===== config.mk =====
export PLATFORM = sky130hd
export DESIGN_NAME = postfix_expression_evaluator_core
export DESIGN_NICKNAME = d
export VERILOG_FILES = /design/src/pfe_pkg.sv /design/src/pfe_ram.sv /design/src/pfe_ctrl.sv /design/src/pfe_datapath.sv /design/src/postfix_expression_evaluator_core.sv
export SDC_FILE = /design/constraint.sdc
export NUM_CORES = 2
export LEC_CHECK = 0
export ABC_AREA = 1
export BUFFER_PORTS_ARGS = -buffer_cell sky130_fd_sc_hd__buf_4
export CAP_MARGIN = 20
export CELL_PAD_IN_SITES_DETAIL_PLACEMENT = 0
export CELL_PAD_IN_SITES_GLOBAL_PLACEMENT = 1
export CORE_UTILIZATION = 55
export CTS_CLUSTER_SIZE = 12
export DETAILED_ROUTE_END_ITERATION = 16
export GPL_TIMING_DRIVEN = 0
export PLACE_DENSITY_LB_ADDON = 0.05
export RECOVER_POWER = 50
export SLEW_MARGIN = 20
export SYNTH_ARGS = -nofsm -noshare
export SYNTH_HDL_FRONTEND = slang
export SYNTH_HIERARCHICAL = 1
export SYNTH_SLANG_ARGS = --single-unit

===== constraint.sdc =====
create_clock -name clk -period 20.9 [get_ports clk]
set_input_delay 0 -clock clk [delete_from_list [all_inputs] [get_ports clk]]
set_output_delay 0 -clock clk [all_outputs]
set_load 0.02 [all_outputs]

===== src/pfe_pkg.sv =====
`timescale 1ns / 1ps

package pfe_pkg;

  // Field widths of the item and result transactions
  localparam int DATA_W   = 32;
  localparam int KIND_W   = 2;
  localparam int OP_W     = 3;
  localparam int DEPTH_W  = 6;
  localparam int STATUS_W = 3;

  typedef logic [KIND_W-1:0]   kind_t;
  typedef logic [OP_W-1:0]     op_t;
  typedef logic [STATUS_W-1:0] status_t;

  // Item kinds
  localparam kind_t KIND_PUSH   = 2'd0;
  localparam kind_t KIND_APPLY  = 2'd1;
  localparam kind_t KIND_FINISH = 2'd2;

  // Operator codes; anything above OP_DIV is a no-op
  localparam op_t OP_ADD = 3'd0;
  localparam op_t OP_SUB = 3'd1;
  localparam op_t OP_MUL = 3'd2;
  localparam op_t OP_DIV = 3'd3;

  // Result status codes
  localparam status_t ST_OK    = 3'd0;
  localparam status_t ST_UNDER = 3'd1;
  localparam status_t ST_OVER  = 3'd2;
  localparam status_t ST_DIV0  = 3'd3;
  localparam status_t ST_SAT   = 3'd4;

  localparam logic [DATA_W-1:0] Q_MAX = 32'h7fff_ffff;
  localparam logic [DATA_W-1:0] Q_MIN = 32'h8000_0000;

  // Commands from the controller to the datapath
  typedef struct packed {
    logic latch;     // capture the incoming item
    logic rd_en;     // read the entry below the top
    logic capture;   // take the left operand and prime the divider
    logic mul_en;    // register the product
    logic div_step;  // one quotient bit
    logic commit;    // update the stack and load the result register
  } pfe_cmd_t;

  // Status from the datapath to the controller
  typedef struct packed {
    logic need_read;
    logic is_mul;
    logic is_div;
    logic div_zero;
    logic div_last;
    logic out_free;
  } pfe_stat_t;

endpackage


===== src/pfe_ram.sv =====
`timescale 1ns / 1ps

module pfe_ram #(
  parameter int WIDTH = 32,
  parameter int DEPTH = 32
) (
  input  logic                     clk,
  input  logic                     wr_en,
  input  logic [$clog2(DEPTH)-1:0] wr_addr,
  input  logic [WIDTH-1:0]         wr_data,
  input  logic                     rd_en,
  input  logic [$clog2(DEPTH)-1:0] rd_addr,
  output logic [WIDTH-1:0]         rd_data
);

  logic [WIDTH-1:0] mem_r [DEPTH];
  logic [WIDTH-1:0] rd_data_r;

  // Single write port, registered read port
  always_ff @(posedge clk) begin
    if (wr_en) begin
      mem_r[wr_addr] <= wr_data;
    end
    if (rd_en) begin
      rd_data_r <= mem_r[rd_addr];
    end
  end

  assign rd_data = rd_data_r;

endmodule


===== src/pfe_ctrl.sv =====
`timescale 1ns / 1ps

module pfe_ctrl (
  input  logic              clk,
  input  logic              rst_n,
  input  logic              in_valid,
  output logic              in_stall,
  input  pfe_pkg::pfe_stat_t stat,
  output pfe_pkg::pfe_cmd_t  cmd
);

  typedef enum logic [2:0] {
    S_IDLE,
    S_DECODE,
    S_OPND,
    S_MUL,
    S_DIV,
    S_DONE
  } state_t;

  state_t state_r, state_nxt;

  // Next state
  always_comb begin
    state_nxt = state_r;
    unique case (state_r)
      S_IDLE: begin
        if (in_valid) state_nxt = S_DECODE;
      end
      S_DECODE: begin
        state_nxt = stat.need_read ? S_OPND : S_DONE;
      end
      S_OPND: begin
        if (stat.is_mul) begin
          state_nxt = S_MUL;
        end else if (stat.is_div && !stat.div_zero) begin
          state_nxt = S_DIV;
        end else begin
          state_nxt = S_DONE;
        end
      end
      S_MUL: begin
        state_nxt = S_DONE;
      end
      S_DIV: begin
        if (stat.div_last) state_nxt = S_DONE;
      end
      S_DONE: begin
        if (stat.out_free) state_nxt = S_IDLE;
      end
      default: state_nxt = S_IDLE;
    endcase
  end

  // Decode commands from the current state
  always_comb begin
    cmd          = '0;
    cmd.latch    = (state_r == S_IDLE) && in_valid;
    cmd.rd_en    = (state_r == S_DECODE) && stat.need_read;
    cmd.capture  = (state_r == S_OPND);
    cmd.mul_en   = (state_r == S_MUL);
    cmd.div_step = (state_r == S_DIV);
    cmd.commit   = (state_r == S_DONE) && stat.out_free;
  end

  assign in_stall = (state_r != S_IDLE);

  // Hold state
  always_ff @(posedge clk) begin
    if (!rst_n) begin
      state_r <= S_IDLE;
    end else begin
      state_r <= state_nxt;
    end
  end

endmodule


===== src/pfe_datapath.sv =====
`timescale 1ns / 1ps

module pfe_datapath #(
  parameter int STACK_DEPTH   = 32,
  parameter int FRACTION_BITS = 16
) (
  input  logic                               clk,
  input  logic                               rst_n,
  input  pfe_pkg::pfe_cmd_t                  cmd,
  output pfe_pkg::pfe_stat_t                 stat,
  input  logic [pfe_pkg::KIND_W-1:0]         in_kind,
  input  logic signed [pfe_pkg::DATA_W-1:0]  in_number_value,
  input  logic [pfe_pkg::OP_W-1:0]           in_operator_code,
  output logic                               out_valid,
  input  logic                               out_stall,
  output logic signed [pfe_pkg::DATA_W-1:0]  out_top_value,
  output logic [pfe_pkg::DEPTH_W-1:0]        out_stack_depth,
  output logic [pfe_pkg::STATUS_W-1:0]       out_status
);

  localparam int DW  = pfe_pkg::DATA_W;
  localparam int SPW = $clog2(STACK_DEPTH + 1);
  localparam int AW  = $clog2(STACK_DEPTH);
  localparam int QW  = DW + FRACTION_BITS;   // dividend and quotient width
  localparam int CW  = $clog2(QW + 1);

  // Latched item
  pfe_pkg::kind_t   kind_r;
  logic [DW-1:0]    num_r;
  pfe_pkg::op_t     op_r;

  // Stack: top in a register, the rest in RAM
  logic [SPW-1:0]   sp_r, sp_nxt;
  logic [DW-1:0]    top_r, top_nxt;
  logic [DW-1:0]    x_r;
  logic [DW-1:0]    rd_data;
  logic             wr_en;

  // Multiplier and divider
  logic signed [2*DW-1:0] prod_r;
  logic [QW-1:0]    dvd_r;
  logic [DW-1:0]    rem_r;
  logic [DW-1:0]    ay_r;
  logic             neg_r;
  logic [CW-1:0]    cnt_r;

  // Result register
  logic                      out_valid_r;
  logic [DW-1:0]             out_top_r;
  logic [pfe_pkg::DEPTH_W-1:0] out_depth_r;
  pfe_pkg::status_t          out_status_r;

  // Combinational terms
  logic             has_two;
  logic             is_arith;
  logic [DW-1:0]    ax;
  logic [DW-1:0]    ay;
  logic [DW:0]      shl;
  logic [DW:0]      diff;
  logic [DW:0]      sum;
  logic [DW:0]      dif;
  logic signed [2*DW-1:0] prod_sh;
  logic [2*DW-1:0]  q64;
  logic [DW-1:0]    op_res;
  pfe_pkg::status_t op_st;
  pfe_pkg::status_t st_nxt;
  logic [DW-1:0]    rep_top;

  // Decode the latched item
  assign has_two  = (sp_r >= SPW'(2));
  assign is_arith = (kind_r == pfe_pkg::KIND_APPLY) &&
                    ((op_r == pfe_pkg::OP_ADD) || (op_r == pfe_pkg::OP_SUB) ||
                     (op_r == pfe_pkg::OP_MUL) || (op_r == pfe_pkg::OP_DIV));

  always_comb begin
    stat           = '0;
    stat.need_read = has_two && (is_arith || (kind_r == pfe_pkg::KIND_FINISH));
    stat.is_mul    = (kind_r == pfe_pkg::KIND_APPLY) && (op_r == pfe_pkg::OP_MUL);
    stat.is_div    = (kind_r == pfe_pkg::KIND_APPLY) && (op_r == pfe_pkg::OP_DIV);
    stat.div_zero  = (top_r == '0);
    stat.div_last  = (cnt_r == CW'(1));
    stat.out_free  = !out_valid_r || !out_stall;
  end

  // Operand stack storage below the top entry
  pfe_ram #(
    .WIDTH (DW),
    .DEPTH (STACK_DEPTH)
  ) u_stack (
    .clk     (clk),
    .wr_en   (wr_en),
    .wr_addr (AW'(sp_r - SPW'(1))),
    .wr_data (top_r),
    .rd_en   (cmd.rd_en),
    .rd_addr (AW'(sp_r - SPW'(2))),
    .rd_data (rd_data)
  );

  // Magnitudes of the operands for the divider
  assign ax = rd_data[DW-1] ? (~rd_data + DW'(1)) : rd_data;
  assign ay = top_r[DW-1] ? (~top_r + DW'(1)) : top_r;

  // One restoring division step
  assign shl  = {rem_r, dvd_r[QW-1]};
  assign diff = shl - {1'b0, ay_r};

  // Latch item, operands, product and divider
  always_ff @(posedge clk) begin
    if (cmd.latch) begin
      kind_r <= in_kind;
      num_r  <= in_number_value;
      op_r   <= in_operator_code;
    end
    if (cmd.capture) begin
      x_r   <= rd_data;
      dvd_r <= QW'({{DW{1'b0}}, ax} << FRACTION_BITS);
      rem_r <= '0;
      ay_r  <= ay;
      neg_r <= rd_data[DW-1] ^ top_r[DW-1];
      cnt_r <= CW'(QW);
    end
    if (cmd.mul_en) begin
      prod_r <= $signed(x_r) * $signed(top_r);
    end
    if (cmd.div_step) begin
      rem_r <= diff[DW] ? shl[DW-1:0] : diff[DW-1:0];
      dvd_r <= {dvd_r[QW-2:0], !diff[DW]};
      cnt_r <= cnt_r - CW'(1);
    end
  end

  // Arithmetic result with saturation
  assign sum     = {x_r[DW-1], x_r} + {top_r[DW-1], top_r};
  assign dif     = {x_r[DW-1], x_r} - {top_r[DW-1], top_r};
  assign prod_sh = prod_r >>> FRACTION_BITS;
  assign q64     = (2*DW)'(dvd_r);

  always_comb begin
    op_res = '0;
    op_st  = pfe_pkg::ST_OK;
    case (op_r)
      pfe_pkg::OP_ADD: begin
        op_res = sum[DW-1:0];
        if (sum[DW] != sum[DW-1]) begin
          op_res = sum[DW] ? pfe_pkg::Q_MIN : pfe_pkg::Q_MAX;
          op_st  = pfe_pkg::ST_SAT;
        end
      end
      pfe_pkg::OP_SUB: begin
        op_res = dif[DW-1:0];
        if (dif[DW] != dif[DW-1]) begin
          op_res = dif[DW] ? pfe_pkg::Q_MIN : pfe_pkg::Q_MAX;
          op_st  = pfe_pkg::ST_SAT;
        end
      end
      pfe_pkg::OP_MUL: begin
        op_res = prod_sh[DW-1:0];
        if (prod_sh > $signed({{DW{1'b0}}, pfe_pkg::Q_MAX})) begin
          op_res = pfe_pkg::Q_MAX;
          op_st  = pfe_pkg::ST_SAT;
        end else if (prod_sh < $signed({{DW{1'b1}}, pfe_pkg::Q_MIN})) begin
          op_res = pfe_pkg::Q_MIN;
          op_st  = pfe_pkg::ST_SAT;
        end
      end
      default: begin
        // Divide: zero divisor gives a signed limit, or zero for a zero dividend, else fix sign and clamp
        if (top_r == '0) begin
          op_st = pfe_pkg::ST_DIV0;
          if (x_r == '0) begin
            op_res = '0;
          end else begin
            op_res = x_r[DW-1] ? pfe_pkg::Q_MIN : pfe_pkg::Q_MAX;
          end
        end else if (!neg_r) begin
          op_res = q64[DW-1:0];
          if (q64[2*DW-1:DW-1] != '0) begin
            op_res = pfe_pkg::Q_MAX;
            op_st  = pfe_pkg::ST_SAT;
          end
        end else begin
          op_res = ~q64[DW-1:0] + DW'(1);
          if ((q64[2*DW-1:DW] != '0) || (q64[DW-1] && (q64[DW-2:0] != '0))) begin
            op_res = pfe_pkg::Q_MIN;
            op_st  = pfe_pkg::ST_SAT;
          end
        end
      end
    endcase
  end

  // Next stack state and reported values
  always_comb begin
    sp_nxt  = sp_r;
    top_nxt = top_r;
    st_nxt  = pfe_pkg::ST_OK;
    wr_en   = 1'b0;
    case (kind_r)
      pfe_pkg::KIND_PUSH: begin
        if (sp_r == SPW'(STACK_DEPTH)) begin
          st_nxt = pfe_pkg::ST_OVER;
        end else begin
          wr_en   = cmd.commit && (sp_r != '0);
          top_nxt = num_r;
          sp_nxt  = sp_r + SPW'(1);
        end
      end
      pfe_pkg::KIND_APPLY: begin
        if (is_arith) begin
          if (!has_two) begin
            st_nxt = pfe_pkg::ST_UNDER;
          end else begin
            top_nxt = op_res;
            st_nxt  = op_st;
            sp_nxt  = sp_r - SPW'(1);
          end
        end
      end
      pfe_pkg::KIND_FINISH: begin
        if (sp_r == '0) begin
          st_nxt = pfe_pkg::ST_UNDER;
        end else begin
          top_nxt = x_r;
          sp_nxt  = sp_r - SPW'(1);
        end
      end
      default: begin
        // Undefined kind: report the current top
      end
    endcase
    if ((kind_r == pfe_pkg::KIND_FINISH) && (sp_r != '0)) begin
      rep_top = top_r;
    end else begin
      rep_top = (sp_nxt != '0) ? top_nxt : '0;
    end
  end

  // Stack pointer and top register
  always_ff @(posedge clk) begin
    if (!rst_n) begin
      sp_r <= '0;
    end else if (cmd.commit) begin
      sp_r <= sp_nxt;
    end
  end

  always_ff @(posedge clk) begin
    if (cmd.commit) begin
      top_r <= top_nxt;
    end
  end

  // Result register: load on commit, drop when taken
  always_ff @(posedge clk) begin
    if (!rst_n) begin
      out_valid_r <= 1'b0;
    end else if (cmd.commit) begin
      out_valid_r <= 1'b1;
    end else if (!out_stall) begin
      out_valid_r <= 1'b0;
    end
  end

  always_ff @(posedge clk) begin
    if (cmd.commit) begin
      out_top_r    <= rep_top;
      out_depth_r  <= pfe_pkg::DEPTH_W'(sp_nxt);
      out_status_r <= st_nxt;
    end
  end

  assign out_valid       = out_valid_r;
  assign out_top_value   = out_top_r;
  assign out_stack_depth = out_depth_r;
  assign out_status      = out_status_r;

endmodule


===== src/postfix_expression_evaluator_core.sv =====
`timescale 1ns / 1ps
// Channel   Handshake          Payload
// in_       in_valid/in_stall  in_kind, in_number_value, in_operator_code
// out_      out_valid/out_stall out_top_value, out_stack_depth, out_status
//
// One item at a time: latch, decode, then commit. Add, subtract, multiply,
// divide and finish with a stack read first read the entry below the top;
// multiply registers the product, and divide by a nonzero divisor runs the
// restoring divider, one quotient bit per cycle. Reset clears the controller
// state, the stack pointer and the result valid flag only. The next item is
// taken while a result waits; a stalled result holds the item after it.

module postfix_expression_evaluator_core #(
  parameter int STACK_DEPTH   = 32,
  parameter int FRACTION_BITS = 16
) (
  input  logic                               clk,
  input  logic                               rst_n,
  input  logic                               in_valid,
  output logic                               in_stall,
  input  logic [pfe_pkg::KIND_W-1:0]         in_kind,
  input  logic signed [pfe_pkg::DATA_W-1:0]  in_number_value,
  input  logic [pfe_pkg::OP_W-1:0]           in_operator_code,
  output logic                               out_valid,
  input  logic                               out_stall,
  output logic signed [pfe_pkg::DATA_W-1:0]  out_top_value,
  output logic [pfe_pkg::DEPTH_W-1:0]        out_stack_depth,
  output logic [pfe_pkg::STATUS_W-1:0]       out_status
);

  pfe_pkg::pfe_cmd_t  cmd;
  pfe_pkg::pfe_stat_t stat;

  // Sequence each transaction
  pfe_ctrl u_ctrl (
    .clk      (clk),
    .rst_n    (rst_n),
    .in_valid (in_valid),
    .in_stall (in_stall),
    .stat     (stat),
    .cmd      (cmd)
  );

  // Stack, arithmetic and result register
  pfe_datapath #(
    .STACK_DEPTH   (STACK_DEPTH),
    .FRACTION_BITS (FRACTION_BITS)
  ) u_datapath (
    .clk              (clk),
    .rst_n            (rst_n),
    .cmd              (cmd),
    .stat             (stat),
    .in_kind          (in_kind),
    .in_number_value  (in_number_value),
    .in_operator_code (in_operator_code),
    .out_valid        (out_valid),
    .out_stall        (out_stall),
    .out_top_value    (out_top_value),
    .out_stack_depth  (out_stack_depth),
    .out_status       (out_status)
  );

endmodule


After elaboration in Yosys (flattened, before gate mapping)
Memory sizes are Yosys's and may differ from the RTL's. A register that Yosys moved wholly into a read port is not among the register bits.
Index checks and enable logic that the tools add are counted.
- add/sub/neg operators: 10
- multipliers: 1
- magnitude comparators: 3
- equal/unequal tests: 18
- multiplexer cells: 61
- bitwise operators: 4
- reductions and logical operators: 35
- operators by type and width (kind ; count):
    two-way mux 32 bit ; 22
    one-hot mux 32 bit (3 select lines) ; 2
    adder 32 x 1 -> 32 bit, second input constant ; 3
    two-way mux 48 bit ; 2
    inverter 32 bit ; 3
    logical NOT 32 bit ; 2
    multiplier 32 x 32 -> 64 bit ; 1
    > comparator 48 x 32 -> 1 bit, second input constant ; 1
    < comparator 48 x 32 -> 1 bit, second input constant ; 1
    two-way mux 3 bit ; 15
    two-way mux 6 bit ; 6
    adder 32 x 32 -> 33 bit ; 1
    nonzero test 33 bit ; 1
    subtractor 32 x 32 -> 33 bit ; 1
    subtractor 33 x 32 -> 33 bit ; 1
    nonzero test 32 bit ; 1
    two-way mux 31 bit ; 1
    nonzero test 31 bit ; 1
    one-hot mux 3 bit (3 select lines) ; 2
    one-hot mux 3 bit (6 select lines) ; 1
    one-hot mux 6 bit (3 select lines) ; 1
    equality test 3 x 2 -> 1 bit, second input constant ; 4
    nonzero test 6 bit ; 2
    subtractor 6 x 1 -> 6 bit, second input constant ; 2
    other kinds (24) ; 55
- register bits: 335
- memory bits (writable): 1024
- input bits: 41
- output and inout bits: 43
- word-level logic and storage cells: 151
- memories: 1
- memories (name ; depth ; bits a word ; rd ports ; clocked after Yosys merged registers in ; write ports ; RTL line ; text):
    u_datapath.u_stack.mem_r ; 32 ; 32 ; 1 ; 1 ; 1 ; pfe_ram.sv:16 ; logic [WIDTH-1:0] mem_r [DEPTH];

Longest topological paths before layout
- depth in word-level cells: 12
- depth in mapped cells: 33
- depth with buffers taken out: 32

Modules after synthesis
Netlist, hierarchy kept.
- modules (own cells, without submodules) (module ; instances ; cells an instance ; area each (µm²) ; sequential area each (µm²)):
    pfe_datapath ; 1 ; 7897 ; 61584.1 ; 9419.0
    pfe_ram ; 1 ; 3536 ; 42726.0 ; 31710.4
    pfe_ctrl ; 1 ; 45 ; 247.7 ; 60.1

Worst setup path before layout
No wires, ideal clock.
- kind: register -> register
- start point: reg u_datapath.top_r[4]
- end point: reg u_datapath.prod_r[59], data pin
- library setup time: 0.252 ns
- data arrival time: 7.905 ns
- required time: 20.648 ns
- slack: 12.743 ns
- cell stages (with the launch flop): 28
- buffers on the path: 2
- period minus slack after synthesis: 8.157 ns
- cell sequence: edfxtp_1 -> buf_2 -> buf_1 -> nand2_1 -> fa_1 -> fa_1 -> inv_1 -> fa_1 -> fa_1 -> inv_1 -> fa_1 -> inv_1 -> fa_1 -> inv_1 -> fa_1 -> fa_1 -> inv_1 -> ha_1 -> a21oi_1 -> inv_1 -> nor2_1 -> inv_1 -> a21oi_1 -> nor2_1 -> a2111oi_0 -> nand2_1 -> nand2_1 -> nand2_1
- longest elaborated chain between the ends: 1
- ends and longest elaborated chain (item ; RTL line ; text):
    start: declaration ; pfe_datapath.sv:34 ; logic [DW-1:0] top_r, top_nxt;
    start signal: assignment ; pfe_datapath.sv:249 ; top_r <= top_nxt;
    multiplier 32 x 32 -> 64 bit ; pfe_datapath.sv:123 ; prod_r <= $signed(x_r) * $signed(top_r);
    end signal: assignment ; pfe_datapath.sv:123 ;
    end: declaration ; pfe_datapath.sv:40 ; logic signed [2*DW-1:0] prod_r;
No other way between the ends.
A chain may end at the register's enable or synchronous reset.

Final worst setup path
- start point: reg u_datapath.top_r[31]
- end point: reg u_datapath.prod_r[63], data pin
Same word-level chain as after synthesis.

==> out/qor.yml <==
r2r_end: "u_datapath/prod_r[63]"
rr_worst_depth: 22
tightest_slew_ns: 3.019
maxCapViolations: 19
worstSkewPairLatency_ns: 0.84
ant_nets: 0
clockBufferDepth: 3
critPathRequiredTime_ns: 21.39
drive_above_1_share: 0.05820
synth_top_area_frac: 0.3920
utilization: 0.6104
synth_edf_count: 1365
final_max_slew_viol_count: 375
hp-class: "in2reg"
yosysWarningCount: 6
min_period_ns: 10.95
coreArea_mm2: 0.1884
avgSynthCellArea_um2: 9.109
hold_viol: 0
synth.distinct_cells: 65
dp.cells: 14169
path_max_fanout: 10
fp.dieH_um: 438.0
routabilityCongestion: 1.130
max_stage_delay_ns: 0.83
crit_top_cell: "fa_1"
holdPathEnd: "u_ctrl/state_r[2]"
grt_max_degree: 49
status: "finished, violations left"
synth_area_mm2: 0.1046
path_cells: "clkbuf_1 > clkbuf_1 > clkinv_1 > clkbuf_2 > clkbuf_1 > nor2_1 > fa_1 > fa_1 > fa_1 > fa_1 > fa_1 > fa_1 > fa_1 > fa_1 > ha_1 > a21oi_1 > o21ai_0 > o21bai_1 > a21oi_1 > o221ai_1 > a21oi_1 > xor2_1"
cts_tree: "yes"
path_clk_slew_ns: 0.06
synth_largest_area_cell: "edfxtp_1"
routed_wl_mm: 418.0
crit_type: "reg2reg"
period_share: 0.5238
synth_seq_area_share: 0.3939
pin_count: 84
crit_buf_inv: 5
setup_viol: 0
startpoint_type: "flop"
io_buffers: 83
drc: 20
drt_iter0_drc: 11252
area_delta_synth_final_pct: 9.987
die_area_mm2: 0.1919
cts_max_level: 4
holdPathStages: 4
cp_top_family: "adder cells"
yosys-top-cells-area: "edfxtp_1 39%, fa_1 21%, nand2_1 13%"
post_cts_buffers: 0
failed_checks: "design-rule violations, max-capacitance violations, max-slew violations"
finalClockSkew_ns: 0.08191
async_reset_ff_frac: 0
placementRows: 159
max_freq_mhz: 91.34
holdCritStartpoint: "rst_n"
fin_tns_setup_ns: 0
ctsResizeCount: 0
regToRegSetupSlack_ns: 9.95
antenna_found_initial: 30
cpMaxStageDelayCell: "clkbuf_1"
fin_nets: 13316
vias: 85277
routed_via_density: 5.882
rr_startpoint: "u_datapath/top_r[31]"
synth_nets: 12892
endpoint_kind: "flop"
grt_pass1_wl_mm: 591.3
dpl.hpwl_mm: 333.3
worstPathArrival_ns: 11.44
firstDrtPassIters: 14
syn_inst: 11478
die_width_um: 438.0
rsz0062_at_grt: "no"
grt.overflow.total: 0
track_usage: 0.4385
grt_pass1_vias: 82989
initial_core_util: 0.5550
instances_no_fill: 14498
ys_ff_latch: 1375
clock_sinks: 1375
fill_cells: 16174
relSlewSlack: -1.012
cts_root_buf: "clkbuf_16"
wl_per_cell_um: 28.83
cts_buffers: 149
ys.flop_type: "edfxtp_1"
==> layer usage <==
metal  routed length [um]  global-route usage  share of wire  vias up
met1               153200              0.5693           0.37    41841
met2               179200              0.6479           0.43     5481
met3                50310              0.1154           0.12     1171
met5                   81                   0        0.00019        -
li1                     -                   -              -    36772
met4                35210              0.2952          0.084       12
==> cell usage in the layout, fill, tap and decap left out, types with 26 or more instances in the layout <==
master,count
clkinv_1,27
nand4_1,52
a221oi_1,34
nor3_1,51
xnor2_1,41
edfxtp_1,1365
fa_1,1083
inv_1,1978
ha_1,289
nor2_1,441
a21oi_1,305
nand3_1,1020
nand2_2,35
xor2_1,137
clkbuf_4,32
nor2_4,34
buf_12,26
dlygate4sd3_1,75
buf_2,118
nor4_1,31
clkbuf_16,149
buf_4,36
a21boi_1,31
buf_6,86
clkbuf_2,35
buf_1,64
o21ai_0,200
clkbuf_1,394
nand2_1,3518
==> kinds of logic after synthesis <==
kind of cell    share of synthesized area
xor+xnor                          0.01499
fa+ha+maj                          0.2421
flops                              0.3939
compound gates                    0.03941
simple gates                       0.2079
buf+inv                            0.1016
==> through the flow <==
step | hold WS [ns] | cell area, um^2 | setup WS [ns]
after floorplan | 0.09887 | 104600 | 12.74
after detailed placement | 0.1795 | 110900 | 10.76
after global routing | 0.05550 | 115000 | 9.957
final | 0.06234 | 115000 | 9.952
after global placement | 0.1793 | 108300 | 9.373
after CTS | 0.01290 | 116300 | 10.68
==> worst register-to-register path, stage by stage (launching register included) <==
cell and delay (ns):
edfxtp_1 0.60, clkbuf_1 0.83, clkbuf_1 0.61, clkinv_1 0.50
clkbuf_2 0.50, clkbuf_1 0.59, nor2_1 0.31, fa_1 0.49
fa_1 0.56, fa_1 0.48, fa_1 0.53, fa_1 0.43
fa_1 0.54, fa_1 0.45, fa_1 0.41, ha_1 0.48
a21oi_1 0.62, o21ai_0 0.36, o21bai_1 0.34, a21oi_1 0.40
o221ai_1 0.17, a21oi_1 0.33, xor2_1 0.11
==> how the worst max path moves through the flow <==
stage,from,end,slack [ns],cells after the start
finish,u_datapath/top_r[31],u_datapath/prod_r[63],9.95,22
global route,u_datapath/top_r[31],u_datapath/prod_r[59],9.96,23
CTS,u_datapath/x_r[31],u_datapath/prod_r[59],10.68,27
detailed placement,u_datapath/x_r[31],u_datapath/prod_r[59],10.76,27
global placement,u_datapath/top_r[7],u_datapath/prod_r[59],9.37,27
floorplan,u_datapath/top_r[4],u_datapath/prod_r[59],12.74,27
==> Yosys cell counts, types with 4 or more instances <==
cell type and n:
a21boi_0 6, a21boi_1 31, a21o_1 12, a21oi_1 305
a21oi_2 7, a221oi_1 34, a22oi_1 4, a31oi_1 20
and3_1 7, buf_1 69, buf_2 115, buf_4 32
buf_6 83, clkbuf_1 279, clkinv_1 4, dfxtp_1 10
edfxtp_1 1365, fa_1 1084, ha_1 289, inv_1 1978
inv_2 19, nand2_1 3517, nand2_2 36, nand2_4 6
nand3_1 1020, nand3_2 11, nand3b_1 10, nand4_1 52
nor2_1 471, nor2_2 16, nor3_1 50, nor3_2 10
nor4_1 31, o211ai_1 19, o21a_1 15, o21ai_0 200
o21ai_1 9, o21bai_1 21, o31ai_1 6, or2_2 10
xnor2_1 41, xor2_1 138
==> state kept, by name (all words and copies together), names as in the netlist <==
name,flops
u_ctrl/state_r,3
u_datapath/ay_r,32
u_datapath/cnt_r,6
u_datapath/dvd_r,48
u_datapath/kind_r,2
u_datapath/neg_r,1
u_datapath/num_r,32
u_datapath/op_r,3
u_datapath/out_stack_depth,6
u_datapath/out_status,3
u_datapath/out_top_value,32
u_datapath/out_valid,1
u_datapath/prod_r,48
u_datapath/rem_r,32
u_datapath/sp_r,6
u_datapath/top_r,32
u_datapath/u_stack/mem_r,1024
u_datapath/u_stack/rd_data,32
u_datapath/x_r,32
==> cell type report <==
class	instances	area, um^2	area share
sequential	1375	41190	0.3582
timing repair buffer	273	2333	0.02029
inverter	2002	7522	0.06541
antenna	9	22.52	0.0001958
buffer	581	3149	0.02738
tap	2495	3122	0.02715
multi-input combinational	7520	52980	0.4607
clock inverter	66	845.8	0.007355
clock buffer	177	3834	0.03334
==> timing repair <==
action                                  CTS  global route
hold buffers                             75             0
endpoints found under the setup margin    0             0
hold endpoints to repair                107             0
Power is not shown: default switching activity piles up to over one toggle a cycle in this logic, so the estimate is an artifact.
